<file path="config.mk">
export PLATFORM = sky130hd
export DESIGN_NAME = mouse_keys_accelerator_core
export DESIGN_NICKNAME = d
export VERILOG_FILES = /design/src/rtl/mkacc_pkg.sv /design/src/rtl/mkacc_div.sv /design/src/rtl/mkacc_ctrl.sv /design/src/rtl/mkacc_dp.sv /design/src/rtl/mouse_keys_accelerator_core.sv
export SDC_FILE = /design/constraint.sdc
export NUM_CORES = 1
export LEC_CHECK = 0
export BUFFER_PORTS_ARGS = -buffer_cell sky130_fd_sc_hd__clkbuf_2
export CAP_MARGIN = 20
export CORE_ASPECT_RATIO = 0.7
export CORE_UTILIZATION = 32
export CTS_BUF_LIST = sky130_fd_sc_hd__clkbuf_4 sky130_fd_sc_hd__clkbuf_8
export CTS_CLUSTER_SIZE = 40
export DETAILED_ROUTE_END_ITERATION = 12
export PLACE_DENSITY = 0.55
export SLEW_MARGIN = 20
export SYNTH_ARGS = -nofsm -noshare
export SYNTH_HDL_FRONTEND = slang
export SYNTH_HIERARCHICAL = 1
export SYNTH_SLANG_ARGS = --single-unit
</file>
<file path="constraint.sdc">
create_clock -name clk_i -period 10.8 [get_ports clk_i]
set_clock_uncertainty 0.05 [all_clocks]
set_input_delay 0 -clock clk_i [delete_from_list [all_inputs] [get_ports clk_i]]
set_output_delay 0 -clock clk_i [all_outputs]
set_load 0.02 [all_outputs]
</file>
<file path="src/rtl/mkacc_pkg.sv">
// shared types, codes and constants of the mouse keys accelerator
// no dependencies
package mkacc_pkg;

  localparam int unsigned TimeW     = 32;
  localparam int unsigned IntervalW = 16;
  localparam int unsigned SpeedW    = 6;
  localparam int unsigned KeyW      = 4;
  localparam int unsigned BtnW      = 5;
  localparam int unsigned MaskW     = 4;
  localparam int unsigned MotionW   = 8;
  localparam int unsigned ScrollW   = 2;
  localparam int unsigned CfgIdxW   = 3;
  localparam int unsigned CfgDataW  = 16;
  localparam int unsigned ProdW     = SpeedW + IntervalW;
  localparam int unsigned DivCntW   = $clog2(ProdW + 1);

  // divide by three as multiply by 171 and shift by 9, exact below 512
  localparam int unsigned SlowRecipW = 8;
  localparam int unsigned SlowShift  = 9;
  localparam logic [SlowRecipW-1:0] SlowRecip = 8'd171;

  localparam logic [IntervalW-1:0] AccelDelayRst     = 16'd150;
  localparam logic [SpeedW-1:0]    BaseSpeedRst      = 6'd2;
  localparam logic [SpeedW-1:0]    TopSpeedRst       = 6'd10;
  localparam logic [IntervalW-1:0] RampTimeRst       = 16'd600;
  localparam logic [IntervalW-1:0] MoveIntervalRst   = 16'd16;
  localparam logic [IntervalW-1:0] ScrollIntervalRst = 16'd90;

  localparam logic CMD_TICK = 1'b1;

  typedef enum logic [CfgIdxW-1:0] {
    CFG_ACCEL_DELAY,
    CFG_BASE_SPEED,
    CFG_TOP_SPEED,
    CFG_RAMP_TIME,
    CFG_MOVE_INTERVAL,
    CFG_SCROLL_INTERVAL
  } cfg_reg_e;

  typedef enum logic [1:0] {
    MODE_NORMAL,
    MODE_SLOW,
    MODE_FAST
  } speed_mode_e;

  typedef enum logic [KeyW-1:0] {
    KEY_UP, KEY_DOWN, KEY_LEFT, KEY_RIGHT,
    KEY_BTN1, KEY_BTN2, KEY_BTN3, KEY_BTN4, KEY_BTN5,
    KEY_WH_UP, KEY_WH_DOWN, KEY_WH_LEFT, KEY_WH_RIGHT,
    KEY_ACCEL0, KEY_ACCEL1, KEY_ACCEL2
  } key_code_e;

  typedef enum logic [2:0] {
    ST_IDLE,
    ST_DECODE,
    ST_ROUTE,
    ST_LOAD,
    ST_DIV,
    ST_MOVE,
    ST_SCROLL
  } ctrl_state_e;

  typedef struct packed {
    logic capture;
    logic key_apply;
    logic tick_eval;
    logic ramp_prep;
    logic div_start;
    logic speed_load;
    logic move_emit;
    logic scroll_emit;
  } dp_cmd_t;

  typedef struct packed {
    logic is_tick;
    logic key_has_result;
    logic slot_free;
    logic move_due;
    logic scroll_due;
    logic move_nonzero;
    logic div_busy;
  } dp_status_t;

endpackage

</file>
<file path="src/rtl/mkacc_div.sv">
// restoring divider for the speed ramp, one quotient bit per cycle
// depends on mkacc_pkg
module mkacc_div import mkacc_pkg::*; (
  input  logic                 clk_i,
  input  logic                 rst_ni,
  input  logic                 start_i,
  input  logic [ProdW-1:0]     dividend_i,
  input  logic [IntervalW-1:0] divisor_i,
  output logic                 busy_o,
  output logic [SpeedW-1:0]    quotient_o
);

  logic                 busy_q;
  logic [DivCntW-1:0]   cnt_q;
  logic [IntervalW-1:0] rem_q, rem_d;
  logic [ProdW-1:0]     quo_q, quo_d;
  logic [IntervalW-1:0] divisor_q;
  logic [IntervalW:0]   trial;
  logic                 ge;

  always_comb begin
    trial = {rem_q, quo_q[ProdW-1]};
    ge    = trial >= {1'b0, divisor_q};
    rem_d = ge ? IntervalW'(trial - {1'b0, divisor_q}) : trial[IntervalW-1:0];
    quo_d = {quo_q[ProdW-2:0], ge};
  end

  always_ff @(posedge clk_i or negedge rst_ni) begin
    if (!rst_ni) begin
      busy_q <= 1'b0;
      cnt_q  <= '0;
    end else if (start_i) begin
      busy_q <= 1'b1;
      cnt_q  <= DivCntW'(ProdW);
    end else if (busy_q) begin
      cnt_q <= cnt_q - 1'b1;
      if (cnt_q == DivCntW'(1)) begin
        busy_q <= 1'b0;
      end
    end
  end

  always_ff @(posedge clk_i) begin
    if (start_i) begin
      rem_q     <= '0;
      quo_q     <= dividend_i;
      divisor_q <= divisor_i;
    end else if (busy_q) begin
      rem_q <= rem_d;
      quo_q <= quo_d;
    end
  end

  assign busy_o     = busy_q;
  assign quotient_o = quo_q[SpeedW-1:0];

endmodule

</file>
<file path="src/rtl/mkacc_ctrl.sv">
// sequencer of the mouse keys accelerator: input handshake and datapath commands
// depends on mkacc_pkg
module mkacc_ctrl import mkacc_pkg::*; (
  input  logic       clk_i,
  input  logic       rst_ni,
  input  logic       in_valid_i,
  output logic       in_stall_o,
  input  dp_status_t stat_i,
  output dp_cmd_t    ctrl_o
);

  ctrl_state_e state_q, state_d;

  always_ff @(posedge clk_i or negedge rst_ni) begin
    if (!rst_ni) begin
      state_q <= ST_IDLE;
    end else begin
      state_q <= state_d;
    end
  end

  always_comb begin
    state_d    = state_q;
    ctrl_o     = '0;
    in_stall_o = 1'b1;
    case (state_q)
      ST_IDLE: begin
        in_stall_o = 1'b0;
        if (in_valid_i) begin
          ctrl_o.capture = 1'b1;
          state_d        = ST_DECODE;
        end
      end
      ST_DECODE: begin
        if (stat_i.is_tick) begin
          ctrl_o.tick_eval = 1'b1;
          state_d          = ST_ROUTE;
        end else if (!stat_i.key_has_result || stat_i.slot_free) begin
          ctrl_o.key_apply = 1'b1;
          state_d          = ST_IDLE;
        end
      end
      ST_ROUTE: begin
        ctrl_o.ramp_prep = 1'b1;
        if (stat_i.move_due) begin
          state_d = ST_LOAD;
        end else if (stat_i.scroll_due) begin
          state_d = ST_SCROLL;
        end else begin
          state_d = ST_IDLE;
        end
      end
      ST_LOAD: begin
        ctrl_o.div_start = 1'b1;
        state_d          = ST_DIV;
      end
      ST_DIV: begin
        if (!stat_i.div_busy) begin
          ctrl_o.speed_load = 1'b1;
          state_d           = ST_MOVE;
        end
      end
      ST_MOVE: begin
        if (!stat_i.move_nonzero || stat_i.slot_free) begin
          ctrl_o.move_emit = stat_i.move_nonzero;
          state_d          = stat_i.scroll_due ? ST_SCROLL : ST_IDLE;
        end
      end
      ST_SCROLL: begin
        if (stat_i.slot_free) begin
          ctrl_o.scroll_emit = 1'b1;
          state_d            = ST_IDLE;
        end
      end
      default: begin
        state_d = ST_IDLE;
      end
    endcase
  end

endmodule

</file>
<file path="src/rtl/mkacc_dp.sv">
// datapath of the mouse keys accelerator: registers, key decode, timing, speed, result register
// depends on mkacc_pkg and mkacc_div
module mkacc_dp import mkacc_pkg::*; (
  input  logic                        clk_i,
  input  logic                        rst_ni,
  input  logic                        cfg_we_i,
  input  logic [CfgIdxW-1:0]          cfg_index_i,
  input  logic [CfgDataW-1:0]         cfg_data_i,
  input  logic                        cmd_i,
  input  logic [KeyW-1:0]             key_code_i,
  input  logic                        pressed_i,
  input  logic [TimeW-1:0]            time_ms_i,
  input  dp_cmd_t                     ctrl_i,
  output dp_status_t                  stat_o,
  output logic                        out_valid_o,
  input  logic                        out_stall_i,
  output logic                        has_report_o,
  output logic [BtnW-1:0]             buttons_o,
  output logic signed [MotionW-1:0]   dx_o,
  output logic signed [MotionW-1:0]   dy_o,
  output logic signed [ScrollW-1:0]   wheel_o,
  output logic signed [ScrollW-1:0]   pan_o,
  output logic                        idle_o,
  output logic                        last_o
);

  function automatic logic [MotionW-1:0] dir_step(input logic pos, input logic neg,
                                                  input logic [MotionW-1:0] mag);
    logic [MotionW-1:0] p;
    logic [MotionW-1:0] n;
    p = pos ? mag : '0;
    n = neg ? mag : '0;
    return p - n;
  endfunction

  function automatic logic [ScrollW-1:0] unit_step(input logic pos, input logic neg);
    logic [ScrollW-1:0] p;
    logic [ScrollW-1:0] n;
    p = pos ? ScrollW'(1) : '0;
    n = neg ? ScrollW'(1) : '0;
    return p - n;
  endfunction

  logic [IntervalW-1:0] accel_delay_q, ramp_time_q, move_interval_q, scroll_interval_q;
  logic [SpeedW-1:0]    base_speed_q, top_speed_q;

  logic                 item_cmd_q;
  key_code_e            item_key_q;
  logic                 item_pressed_q;
  logic [TimeW-1:0]     item_time_q;

  logic [BtnW-1:0]      buttons_q;
  logic [MaskW-1:0]     move_mask_q, scroll_mask_q;
  speed_mode_e          mode_q;
  logic                 moving_q;
  logic [TimeW-1:0]     move_start_q, last_move_q, last_scroll_q;

  logic                 move_due_q, scroll_due_q, in_delay_q;
  logic [TimeW-1:0]     elapsed_q;
  logic [IntervalW-1:0] active_q;
  logic [SpeedW:0]      speed_q;

  logic                 out_valid_q, out_last_q, out_idle_q;
  logic [BtnW-1:0]      out_buttons_q;
  logic [MotionW-1:0]   out_dx_q, out_dy_q;
  logic [ScrollW-1:0]   out_wheel_q, out_pan_q;

  // key event decode
  logic [KeyW-1:0]      btn_off, whl_off;
  logic [MaskW-1:0]     dir_bit, whl_bit;
  logic [BtnW-1:0]      btn_bit;
  logic [BtnW-1:0]      k_buttons;
  logic [MaskW-1:0]     k_move, k_scroll;
  speed_mode_e          k_mode;
  logic                 k_moving, k_set_move_t, k_set_scroll_t, k_has;
  logic [MotionW-1:0]   k_dx, k_dy;
  logic [ScrollW-1:0]   k_wheel, k_pan;

  assign btn_off = KeyW'(item_key_q - KEY_BTN1);
  assign whl_off = KeyW'(item_key_q - KEY_WH_UP);
  assign dir_bit = MaskW'(1) << item_key_q[1:0];
  assign btn_bit = BtnW'(1) << btn_off[2:0];
  assign whl_bit = MaskW'(1) << whl_off[1:0];

  always_comb begin
    k_buttons      = buttons_q;
    k_move         = move_mask_q;
    k_scroll       = scroll_mask_q;
    k_mode         = mode_q;
    k_moving       = moving_q;
    k_set_move_t   = 1'b0;
    k_set_scroll_t = 1'b0;
    k_has          = 1'b0;
    k_dx           = '0;
    k_dy           = '0;
    k_wheel        = '0;
    k_pan          = '0;
    case (item_key_q) inside
      [KEY_UP:KEY_RIGHT]: begin
        k_move = item_pressed_q ? (move_mask_q | dir_bit) : (move_mask_q & ~dir_bit);
        if (k_move != '0) begin
          if (!moving_q) begin
            k_moving     = 1'b1;
            k_set_move_t = 1'b1;
            k_dx         = dir_step(k_move[3], k_move[2], MotionW'(1));
            k_dy         = dir_step(k_move[1], k_move[0], MotionW'(1));
            k_has        = (k_dx != '0) || (k_dy != '0);
          end
        end else begin
          k_moving = 1'b0;
        end
      end
      [KEY_BTN1:KEY_BTN5]: begin
        k_buttons = item_pressed_q ? (buttons_q | btn_bit) : (buttons_q & ~btn_bit);
        k_has     = k_buttons != buttons_q;
      end
      [KEY_WH_UP:KEY_WH_RIGHT]: begin
        if (item_pressed_q) begin
          k_scroll       = scroll_mask_q | whl_bit;
          k_has          = 1'b1;
          k_set_scroll_t = 1'b1;
          k_wheel        = unit_step(whl_off[1:0] == 2'd0, whl_off[1:0] == 2'd1);
          k_pan          = unit_step(whl_off[1:0] == 2'd3, whl_off[1:0] == 2'd2);
        end else begin
          k_scroll = scroll_mask_q & ~whl_bit;
        end
      end
      KEY_ACCEL0: k_mode = item_pressed_q ? MODE_SLOW : MODE_NORMAL;
      KEY_ACCEL1: k_mode = MODE_NORMAL;
      KEY_ACCEL2: k_mode = item_pressed_q ? MODE_FAST : MODE_NORMAL;
      default: k_mode = mode_q;
    endcase
  end

  // tick timing
  logic [TimeW-1:0]   move_gap, scroll_gap, elapsed_c, active_c;
  logic               move_due_c, scroll_due_c;
  logic [ScrollW-1:0] rep_wheel, rep_pan;

  assign move_gap     = item_time_q - last_move_q;
  assign scroll_gap   = item_time_q - last_scroll_q;
  assign elapsed_c    = item_time_q - move_start_q;
  assign move_due_c   = (move_mask_q != '0) && (move_gap >= TimeW'(move_interval_q));
  assign scroll_due_c = (scroll_mask_q != '0) && (scroll_gap >= TimeW'(scroll_interval_q));
  assign rep_wheel    = unit_step(scroll_mask_q[0], scroll_mask_q[1]);
  assign rep_pan      = unit_step(scroll_mask_q[3], scroll_mask_q[2]);
  assign active_c     = elapsed_q - TimeW'(accel_delay_q);

  // speed ramp
  logic [SpeedW-1:0]            diff, quot, ramp_add;
  logic [ProdW-1:0]             prod;
  logic [SpeedW:0]              sum, speed_c;
  logic [SpeedW+SlowRecipW:0]   slow_prod;
  logic                         div_busy;

  assign diff      = (top_speed_q > base_speed_q) ? SpeedW'(top_speed_q - base_speed_q) : '0;
  assign prod      = ProdW'(diff) * ProdW'(active_q);
  assign ramp_add  = (ramp_time_q == '0) ? diff : quot;
  assign sum       = {1'b0, base_speed_q} + {1'b0, ramp_add};
  assign slow_prod = (SpeedW+SlowRecipW+1)'(sum) * (SpeedW+SlowRecipW+1)'(SlowRecip);

  always_comb begin
    if (in_delay_q) begin
      speed_c = {1'b0, base_speed_q};
    end else begin
      case (mode_q)
        MODE_SLOW: speed_c = (sum > (SpeedW+1)'(2))
                             ? (SpeedW+1)'(slow_prod[SpeedW+SlowRecipW:SlowShift])
                             : (SpeedW+1)'(1);
        MODE_FAST: speed_c = {sum[SpeedW-1:0], 1'b0};
        default:   speed_c = sum;
      endcase
    end
  end

  mkacc_div u_div (
    .clk_i      (clk_i),
    .rst_ni     (rst_ni),
    .start_i    (ctrl_i.div_start),
    .dividend_i (prod),
    .divisor_i  (ramp_time_q),
    .busy_o     (div_busy),
    .quotient_o (quot)
  );

  logic [MotionW-1:0] mv_dx, mv_dy;
  logic               mv_nonzero;

  assign mv_dx      = dir_step(move_mask_q[3], move_mask_q[2], MotionW'(speed_q));
  assign mv_dy      = dir_step(move_mask_q[1], move_mask_q[0], MotionW'(speed_q));
  assign mv_nonzero = (mv_dx != '0) || (mv_dy != '0);

  // configuration registers
  always_ff @(posedge clk_i or negedge rst_ni) begin
    if (!rst_ni) begin
      accel_delay_q     <= AccelDelayRst;
      base_speed_q      <= BaseSpeedRst;
      top_speed_q       <= TopSpeedRst;
      ramp_time_q       <= RampTimeRst;
      move_interval_q   <= MoveIntervalRst;
      scroll_interval_q <= ScrollIntervalRst;
    end else if (cfg_we_i) begin
      case (cfg_index_i)
        CFG_ACCEL_DELAY:     accel_delay_q     <= cfg_data_i;
        CFG_BASE_SPEED:      base_speed_q      <= cfg_data_i[SpeedW-1:0];
        CFG_TOP_SPEED:       top_speed_q       <= cfg_data_i[SpeedW-1:0];
        CFG_RAMP_TIME:       ramp_time_q       <= cfg_data_i;
        CFG_MOVE_INTERVAL:   move_interval_q   <= cfg_data_i;
        CFG_SCROLL_INTERVAL: scroll_interval_q <= cfg_data_i;
        default: ;
      endcase
    end
  end

  // engine state
  always_ff @(posedge clk_i or negedge rst_ni) begin
    if (!rst_ni) begin
      buttons_q     <= '0;
      move_mask_q   <= '0;
      scroll_mask_q <= '0;
      mode_q        <= MODE_NORMAL;
      moving_q      <= 1'b0;
      move_start_q  <= '0;
      last_move_q   <= '0;
      last_scroll_q <= '0;
      move_due_q    <= 1'b0;
      scroll_due_q  <= 1'b0;
    end else if (ctrl_i.key_apply) begin
      buttons_q     <= k_buttons;
      move_mask_q   <= k_move;
      scroll_mask_q <= k_scroll;
      mode_q        <= k_mode;
      moving_q      <= k_moving;
      if (k_set_move_t) begin
        move_start_q <= item_time_q;
        last_move_q  <= item_time_q;
      end
      if (k_set_scroll_t) begin
        last_scroll_q <= item_time_q;
      end
    end else if (ctrl_i.tick_eval) begin
      move_due_q   <= move_due_c;
      scroll_due_q <= scroll_due_c && ((rep_wheel != '0) || (rep_pan != '0));
      if (move_due_c) begin
        last_move_q <= item_time_q;
      end
      if (scroll_due_c) begin
        last_scroll_q <= item_time_q;
      end
    end
  end

  // item and speed working registers
  always_ff @(posedge clk_i) begin
    if (ctrl_i.capture) begin
      item_cmd_q     <= cmd_i;
      item_key_q     <= key_code_e'(key_code_i);
      item_pressed_q <= pressed_i;
      item_time_q    <= time_ms_i;
    end
    if (ctrl_i.tick_eval) begin
      elapsed_q <= elapsed_c;
    end
    if (ctrl_i.ramp_prep) begin
      in_delay_q <= elapsed_q < TimeW'(accel_delay_q);
      active_q   <= (active_c > TimeW'(ramp_time_q)) ? ramp_time_q : active_c[IntervalW-1:0];
    end
    if (ctrl_i.speed_load) begin
      speed_q <= speed_c;
    end
  end

  // result register
  logic load_key, load_out, slot_free;

  assign load_key  = ctrl_i.key_apply && k_has;
  assign load_out  = load_key || ctrl_i.move_emit || ctrl_i.scroll_emit;
  assign slot_free = !out_valid_q || !out_stall_i;

  always_ff @(posedge clk_i or negedge rst_ni) begin
    if (!rst_ni) begin
      out_valid_q <= 1'b0;
    end else if (load_out) begin
      out_valid_q <= 1'b1;
    end else if (!out_stall_i) begin
      out_valid_q <= 1'b0;
    end
  end

  always_ff @(posedge clk_i) begin
    if (load_key) begin
      out_buttons_q <= k_buttons;
      out_dx_q      <= k_dx;
      out_dy_q      <= k_dy;
      out_wheel_q   <= k_wheel;
      out_pan_q     <= k_pan;
      out_idle_q    <= (k_move == '0) && (k_scroll == '0);
      out_last_q    <= 1'b1;
    end else if (ctrl_i.move_emit) begin
      out_buttons_q <= buttons_q;
      out_dx_q      <= mv_dx;
      out_dy_q      <= mv_dy;
      out_wheel_q   <= '0;
      out_pan_q     <= '0;
      out_idle_q    <= (move_mask_q == '0) && (scroll_mask_q == '0);
      out_last_q    <= !scroll_due_q;
    end else if (ctrl_i.scroll_emit) begin
      out_buttons_q <= buttons_q;
      out_dx_q      <= '0;
      out_dy_q      <= '0;
      out_wheel_q   <= rep_wheel;
      out_pan_q     <= rep_pan;
      out_idle_q    <= (move_mask_q == '0) && (scroll_mask_q == '0);
      out_last_q    <= 1'b1;
    end
  end

  assign stat_o.is_tick        = item_cmd_q == CMD_TICK;
  assign stat_o.key_has_result = k_has;
  assign stat_o.slot_free      = slot_free;
  assign stat_o.move_due       = move_due_q;
  assign stat_o.scroll_due     = scroll_due_q;
  assign stat_o.move_nonzero   = mv_nonzero;
  assign stat_o.div_busy       = div_busy;

  assign out_valid_o  = out_valid_q;
  assign has_report_o = 1'b1;
  assign buttons_o    = out_buttons_q;
  assign dx_o         = $signed(out_dx_q);
  assign dy_o         = $signed(out_dy_q);
  assign wheel_o      = $signed(out_wheel_q);
  assign pan_o        = $signed(out_pan_q);
  assign idle_o       = out_idle_q;
  assign last_o       = out_last_q;

endmodule

</file>
<file path="src/rtl/mouse_keys_accelerator_core.sv">
// top level of the mouse keys accelerator: sequencer plus datapath
// depends on mkacc_pkg, mkacc_ctrl, mkacc_dp
//
// channel  dir  handshake                 payload
// in       in   in_valid_i / in_stall_o   cmd_i key_code_i pressed_i time_ms_i
// out      out  out_valid_o / out_stall_i has_report_o buttons_o dx_o dy_o wheel_o pan_o
//                                         idle_o last_o
// cfg      in   cfg_we_i                  cfg_index_i cfg_data_i
//
// a key event is decoded after transfer and its result loaded once the output slot is free
// a tick with a due cursor step passes the decode, route and load states and the 22-step ramp
// divider before the move state loads its first result
// one item is worked on at a time; the next is taken while the last result waits
// a stalled output holds the second result of a tick in the sequencer
// rst_ni is asynchronous and restores the default register values
module mouse_keys_accelerator_core import mkacc_pkg::*; (
  input  logic                      clk_i,
  input  logic                      rst_ni,
  input  logic                      cfg_we_i,
  input  logic [CfgIdxW-1:0]        cfg_index_i,
  input  logic [CfgDataW-1:0]       cfg_data_i,
  input  logic                      in_valid_i,
  output logic                      in_stall_o,
  input  logic                      cmd_i,
  input  logic [KeyW-1:0]           key_code_i,
  input  logic                      pressed_i,
  input  logic [TimeW-1:0]          time_ms_i,
  output logic                      out_valid_o,
  input  logic                      out_stall_i,
  output logic                      has_report_o,
  output logic [BtnW-1:0]           buttons_o,
  output logic signed [MotionW-1:0] dx_o,
  output logic signed [MotionW-1:0] dy_o,
  output logic signed [ScrollW-1:0] wheel_o,
  output logic signed [ScrollW-1:0] pan_o,
  output logic                      idle_o,
  output logic                      last_o
);

  dp_cmd_t    ctrl;
  dp_status_t stat;

  mkacc_ctrl u_ctrl (
    .clk_i      (clk_i),
    .rst_ni     (rst_ni),
    .in_valid_i (in_valid_i),
    .in_stall_o (in_stall_o),
    .stat_i     (stat),
    .ctrl_o     (ctrl)
  );

  mkacc_dp u_dp (
    .clk_i        (clk_i),
    .rst_ni       (rst_ni),
    .cfg_we_i     (cfg_we_i),
    .cfg_index_i  (cfg_index_i),
    .cfg_data_i   (cfg_data_i),
    .cmd_i        (cmd_i),
    .key_code_i   (key_code_i),
    .pressed_i    (pressed_i),
    .time_ms_i    (time_ms_i),
    .ctrl_i       (ctrl),
    .stat_o       (stat),
    .out_valid_o  (out_valid_o),
    .out_stall_i  (out_stall_i),
    .has_report_o (has_report_o),
    .buttons_o    (buttons_o),
    .dx_o         (dx_o),
    .dy_o         (dy_o),
    .wheel_o      (wheel_o),
    .pan_o        (pan_o),
    .idle_o       (idle_o),
    .last_o       (last_o)
  );

endmodule

</file>
* After elaboration in Yosys (flattened, before gate mapping)
Index checks and enable logic that the tools add are counted.
Cells by class: add/subtract/negate cells 18, multipliers 2, order comparisons 13, equality and inequality tests 29, shift-type cells 3, muxes and demuxes 123, bitwise operators 13, reductions and logical operators 59
Operators by type and width (number):
- $mux W32 | 8
- $sub A32 B32 Y32 | 3
- $mux W8 | 11
- $ge A32 B16 Y1 | 2
- $mux W1 | 49
- $mux W22 | 2
- $mux W5 | 8
- $mux W2 | 19
- $gt A32 B16 Y1 | 1
- $lt A32 B16 Y1 | 1
- $mux W16 | 2
- $reduce_bool A8 Y1 | 4
- $sub A32 B16 Y32 | 1
- $sub A8 B8 Y8 | 4
- $mux W7 | 4
- $mux W3 | 8
- $mux W4 | 6
- $mux W6 | 4
- $mul A6 B16 Y22 | 1
- $pmux W3 S7 | 1
- $reduce_and A2 Y1 | 9
- $ge A17 B16 Y1 | 1
- $logic_not A16 Y1 | 1
- $logic_not A4 Y1 | 4
- other kinds (46) | 106
Word-level totals: register bits 375, input bits 62, word-level logic and storage cells 299

* Logic depth before layout (Yosys ltp)
word-level depth 20, gate-level depth with buffers 34, mapped depth without buffers 33

* Hierarchy
The synthesis kept the hierarchy.
By module, submodules not included:
- mkacc_dp | instances 1, cells an instance 2565, area each 24579.8 um^2, seq. area each 8423.1 um^2
- mkacc_div | instances 1, cells an instance 295, area each 3334.4 um^2, seq. area each 1611.5 um^2
- mkacc_ctrl | instances 1, cells an instance 42, area each 351.6 um^2, seq. area each 75.1 um^2

* Worst setup path after synthesis
No wires, ideal clock.
kind register -> register, start register u_dp.base_speed_q[1], end register u_dp.speed_q[5], data pin, library setup time 0.260 ns, arrival time 7.132 ns, required time 10.490 ns, path slack 3.359 ns, cell stages (with the launch flop) 33, path buffers 1, cells stage by stage dfstp_2 inv_1 fa_1 a21o_1 a21oi_1 nor2b_1 o21a_1 o22ai_1 clkbuf_1 o31ai_1 ha_1 a21o_1 a21oi_1 o21bai_1 a21oi_1 xnor2_1 inv_1 ha_1 ha_1 inv_1 fa_1 fa_1 inv_1 ha_1 a21o_1 a21o_1 a21o_1 a21oi_1 o21ai_0 o41a_1 xnor2_1 o21ai_0 mux2_2
Between the ends: longest elaborated chain between the ends 8
Ends and longest elaborated chain:
- start, declared | line mkacc_dp.sv:45 | logic [SpeedW-1:0] base_speed_q, top_speed_q;
- start signal, assigned | line mkacc_dp.sv:197 | base_speed_q <= BaseSpeedRst;
- start signal, assigned | line mkacc_dp.sv:205 | CFG_BASE_SPEED: base_speed_q <= cfg_data_i[SpeedW-1:0];
- $sub A6 B6 Y6 / $gt A6 B6 Y1 (equally long branches) | line mkacc_dp.sv:156 | assign diff = (top_speed_q > base_speed_q) ? SpeedW'(top_speed_q - base_speed_q) : '0;
- $mux W6 | line mkacc_dp.sv:156
- $mux W6 | line mkacc_dp.sv:158 | assign ramp_add = (ramp_time_q == '0) ? diff : quot;
- $add A6 B6 Y7 * | line mkacc_dp.sv:159 | assign sum = {1'b0, base_speed_q} + {1'b0, ramp_add};
- $mul A7 B8 Y15 / $gt A7 B2 Y1 (equally long branches) | line mkacc_dp.sv:160, mkacc_dp.sv:167
- $mux W6 | line mkacc_dp.sv:168 | ? (SpeedW+1)'(slow_prod[SpeedW+SlowRecipW:SlowShift])
- $pmux W7 S2 * | line mkacc_dp.sv:166 | case (mode_q)
- $mux W6 * | line mkacc_dp.sv:163 | if (in_delay_q) begin
- named net u_dp.speed_c[5] | line mkacc_dp.sv:152 | logic [SpeedW:0] sum, speed_c;
- end signal, assigned | line mkacc_dp.sv:269 | speed_q <= speed_c;
- end, declared | line mkacc_dp.sv:61 | logic [SpeedW:0] speed_q;
The timed path passes the listed nets; every way through them passes the cells marked *. A chain may end at the register's enable or synchronous reset.

* Worst setup path in the final report
Ends and elaborated chain as after synthesis.

==> qor.yml <==
diodes: 0
slowest_stage: "o22ai_1"
max_cap_viol_count: 0
yosysTopAreaCell: "edfxtp_1"
die_area_um2: 89500
synthCells: 2902
grt_pass1_vias: 20684
synth-simple-area-share: 0.134
clkLatencyLatePin_ns: 0.72
cts_max_path_buffers: 3
synthDistinctLibCells: 99
synth-xor-area-share: 0.0412
synth_compound_area_frac: 0.152
layout-drive-gt1-share: 0.137
dr.pass1.iters: 6
synth.cells.most_frequent: "inv_1 (325), ha_1 (288), nand2_1 (262)"
track_usage: 0.158
synth_fp_nets: 3327
postRouteAntennaNets: 0
antenna_found_initial: 4
path_clk_slew_ns: 0.07
num-nets-final: 3521
synth_edf_count: 158
num_rows: 90
wirelength_mm: 70.5
cts_buffers: 61
areaGrowthSynthToFinish_pct: 14.9
fp.dieH_um: 251
cpMostUsedCell: "a21o_1"
rsz0062_at_grt: "no"
cts_tree: "done"
yosysSeqAreaShare: 0.358
cpPeakStageDelay_ns: 0.77
gr-usage-met2: 0.221
outcome: "finished clean"
min_period_ns: 8.65
grt_max_degree: 71
die_w_um: 357
post_drt_wl_per_cell_um: 16.4
slew_viol_final: 0
synthFlopType: "dfrtp_1"
drcViolationCount: 0
worstPathMaxFanout: 12
timing.final.hold_violations: 0
worstPathArrival_ns: 9.04
max_slew.worst_pin.slew_ns: 1.03
dpl.hpwl_mm: 52.7
ios: 92
setup_viol: 0
gp_congestion: 0.896
async_flop_share: 0.533
worst-setup-path-type: "flop to flop"
start_kind: "flop"
whs_ns: 0.106
htree_levels: 2
maxSlewHeadroom: 0.309
root_buffer: "clkbuf_8"
synth_fa_ha_area_frac: 0.181
synth.most_common_cell: "inv_1"
synth_seq_cells: 375
min_path_type: "input port to flop"
cp_num_buf_inv: 4
grt_pass1_wl_mm: 113
route.vias.total: 21392
start_util: 0.326
gr-usage-met3: 0.0297
synth_area_per_cell_um2: 9.74
endpoint_kind: "flop"
cts.sinks: 375
grt_overflow: 0
cp.required_ns: 11.19
synth.area.top_cells: "edfxtp_1 (17%), dfrtp_1 (16%), ha_1 (13%)"
viasPerCell: 4.98
final.setup.tns_ns: 0
cpLargestDelayFamily: "compound AO/OA/AOI/OAI gates"
use_met1: 0.247
drtIter0Drc: 1618
yosys_warnings: 6
fin_crit_sh: 0.801
synthMuxAreaShare: 0.0731
synth_top_family_by_area: "adder cells"
busiest_layer: "met1"
synth_top_area_frac: 0.168
syn_area_um2: 28300
portBuffers: 90
fmax_mhz: 116
core-area_um2: 86800
-- cells in the final DEF (no fill, tap or decap), drive strengths merged, types with 8 or more instances in the layout --
| cell type | synthesis | routed |
|---|---|---|
| dfrtp | 184 | 184 |
| a21boi | 14 | 14 |
| o21a | 27 | 27 |
| nor2 | 146 | 146 |
| a21oi | 144 | 144 |
| dfstp | 16 | 16 |
| o21bai | 23 | 23 |
| or2 | 9 | 9 |
| nand2 | 262 | 262 |
| or3 | 13 | 13 |
| and2 | 71 | 71 |
| mux2 | 157 | 157 |
| xor2 | 46 | 46 |
| o211ai | 17 | 17 |
| nand4 | 33 | 33 |
| ha | 288 | 288 |
| a211o | 9 | 9 |
| xnor2 | 87 | 87 |
| nor2b | 31 | 31 |
| nand2b | 33 | 33 |
| o21ai | 178 | 178 |
| buf | 33 | 22 |
| clkbuf | 64 | 182 |
| fa | 75 | 75 |
| mux2i | 29 | 29 |
| o31ai | 16 | 16 |
| a22o | 8 | 8 |
| a211oi | 28 | 28 |
| dlygate4sd3 | 0 | 117 |
| a31oi | 16 | 16 |
| inv | 325 | 327 |
| nor3 | 50 | 50 |
| a21o | 88 | 88 |
| dfxtp | 17 | 17 |
| clkinv | 0 | 14 |
| and3 | 24 | 24 |
| edfxtp | 158 | 158 |
| nor4 | 15 | 15 |
| nand3 | 36 | 36 |
-- registers in the layout, summed over array words and instances (netlist names), 6 cells and up --
name,flops
u_dp/top_speed_q,6
u_dp/u_div/divisor_q,16
u_dp/u_div/quo_q,22
u_dp/active_q,16
u_dp/move_interval_q,16
u_dp/u_div/rem_q,16
u_dp/item_time_q,32
u_dp/dx_o,8
u_dp/elapsed_q,32
u_dp/scroll_interval_q,16
u_dp/last_move_q,32
u_dp/last_scroll_q,32
u_dp/ramp_time_q,16
u_dp/move_start_q,32
u_dp/dy_o,8
u_dp/speed_q,7
u_dp/base_speed_q,6
u_dp/accel_delay_q,16
-- worst register-to-register path: cells and delay by family (launching register included) --
family / cells / cell delay [ns]
AND/OR/NAND/NOR: 1 / 0.08
AO/OA/AOI/OAI: 16 / 3.58
XOR/XNOR: 2 / 0.81
flip-flops: 1 / 0.53
adder cells (fa/ha/maj): 7 / 2.69
multiplexers: 1 / 0.26
buffers and inverters: 4 / 0.37
-- per-stage QoR --
stage	worst slack, ns	util	std cells	cell area, µm²
global placement	2.37	0.344	4064	29800
CTS	2.21	0.374	4299	32500
global route	1.53	0.374	4299	32500
detailed placement	2.25	0.344	4065	29900
floorplan	3.36	-	2902	28300
finish	2.15	0.374	4299	32500
-- worst paths after layout --
| path | from | to | slack [ns] | cells after the start |
|---|---|---|---|---|
| worst max-delay path | u_dp/base_speed_q[1] | u_dp/speed_q[5] | 2.15 | 31 |
| worst min-delay path | cmd_i | u_dp/item_cmd_q | 0.11 | 2 |
| worst max register to register | u_dp/base_speed_q[1] | u_dp/speed_q[5] | 2.15 | 31 |
| worst min register to register | u_dp/u_div/rem_q[8] | u_dp/u_div/rem_q[8] | 0.44 | 2 |
| max in group asynchronous | rst_ni | u_dp/base_speed_q[3] | 8.63 | 5 |
| min in group asynchronous | rst_ni | u_dp/last_move_q[27] | 0.35 | 4 |
-- area by class of cell --
cell class	instances	area [µm²]
Inverter	325	1220
Timing Repair Buffer	228	1830
Sequential cell	375	10100
Clock buffer	93	1140
Clock inverter	23	250
Multi-Input combinational cell	2105	16500
Fill cell	8745	54400
Tap cell	1150	1440
-- logic make-up after synthesis --
| group | Yosys count |
|---|---|
| xor gates and xnor gates | 133 |
| muxes | 186 |
| AOI/OAI and AO/OA | 656 |
| other | 1 |
| and+or+nand+nor | 766 |
| DFF | 375 |
| buffers and inverters | 422 |
| adders and majority gates | 363 |
-- metal layers --
| layer | up-vias | part of all wire | routed length (µm) |
|---|---|---|---|
| met1 | 10294 | 0.54 | 37800 |
| met4 | 0 | 0.017 | 1170 |
| met5 | - | 0 | 0 |
| met2 | 377 | 0.40 | 27900 |
| met3 | 80 | 0.053 | 3710 |
| li1 | 10641 | - | - |
-- timing repair --
| item | 4_1_cts | 5_1_grt |
|---|---|---|
| setup buffers | 0 | 0 |
| hold buffers | 118 | 0 |
| gates resized for setup | 0 | 0 |
| hold endpoints to repair | 247 | 0 |
Power is left out: the tool's default activity adds up to more than one toggle a clock period on the data nets, which glitch-free logic cannot reach.
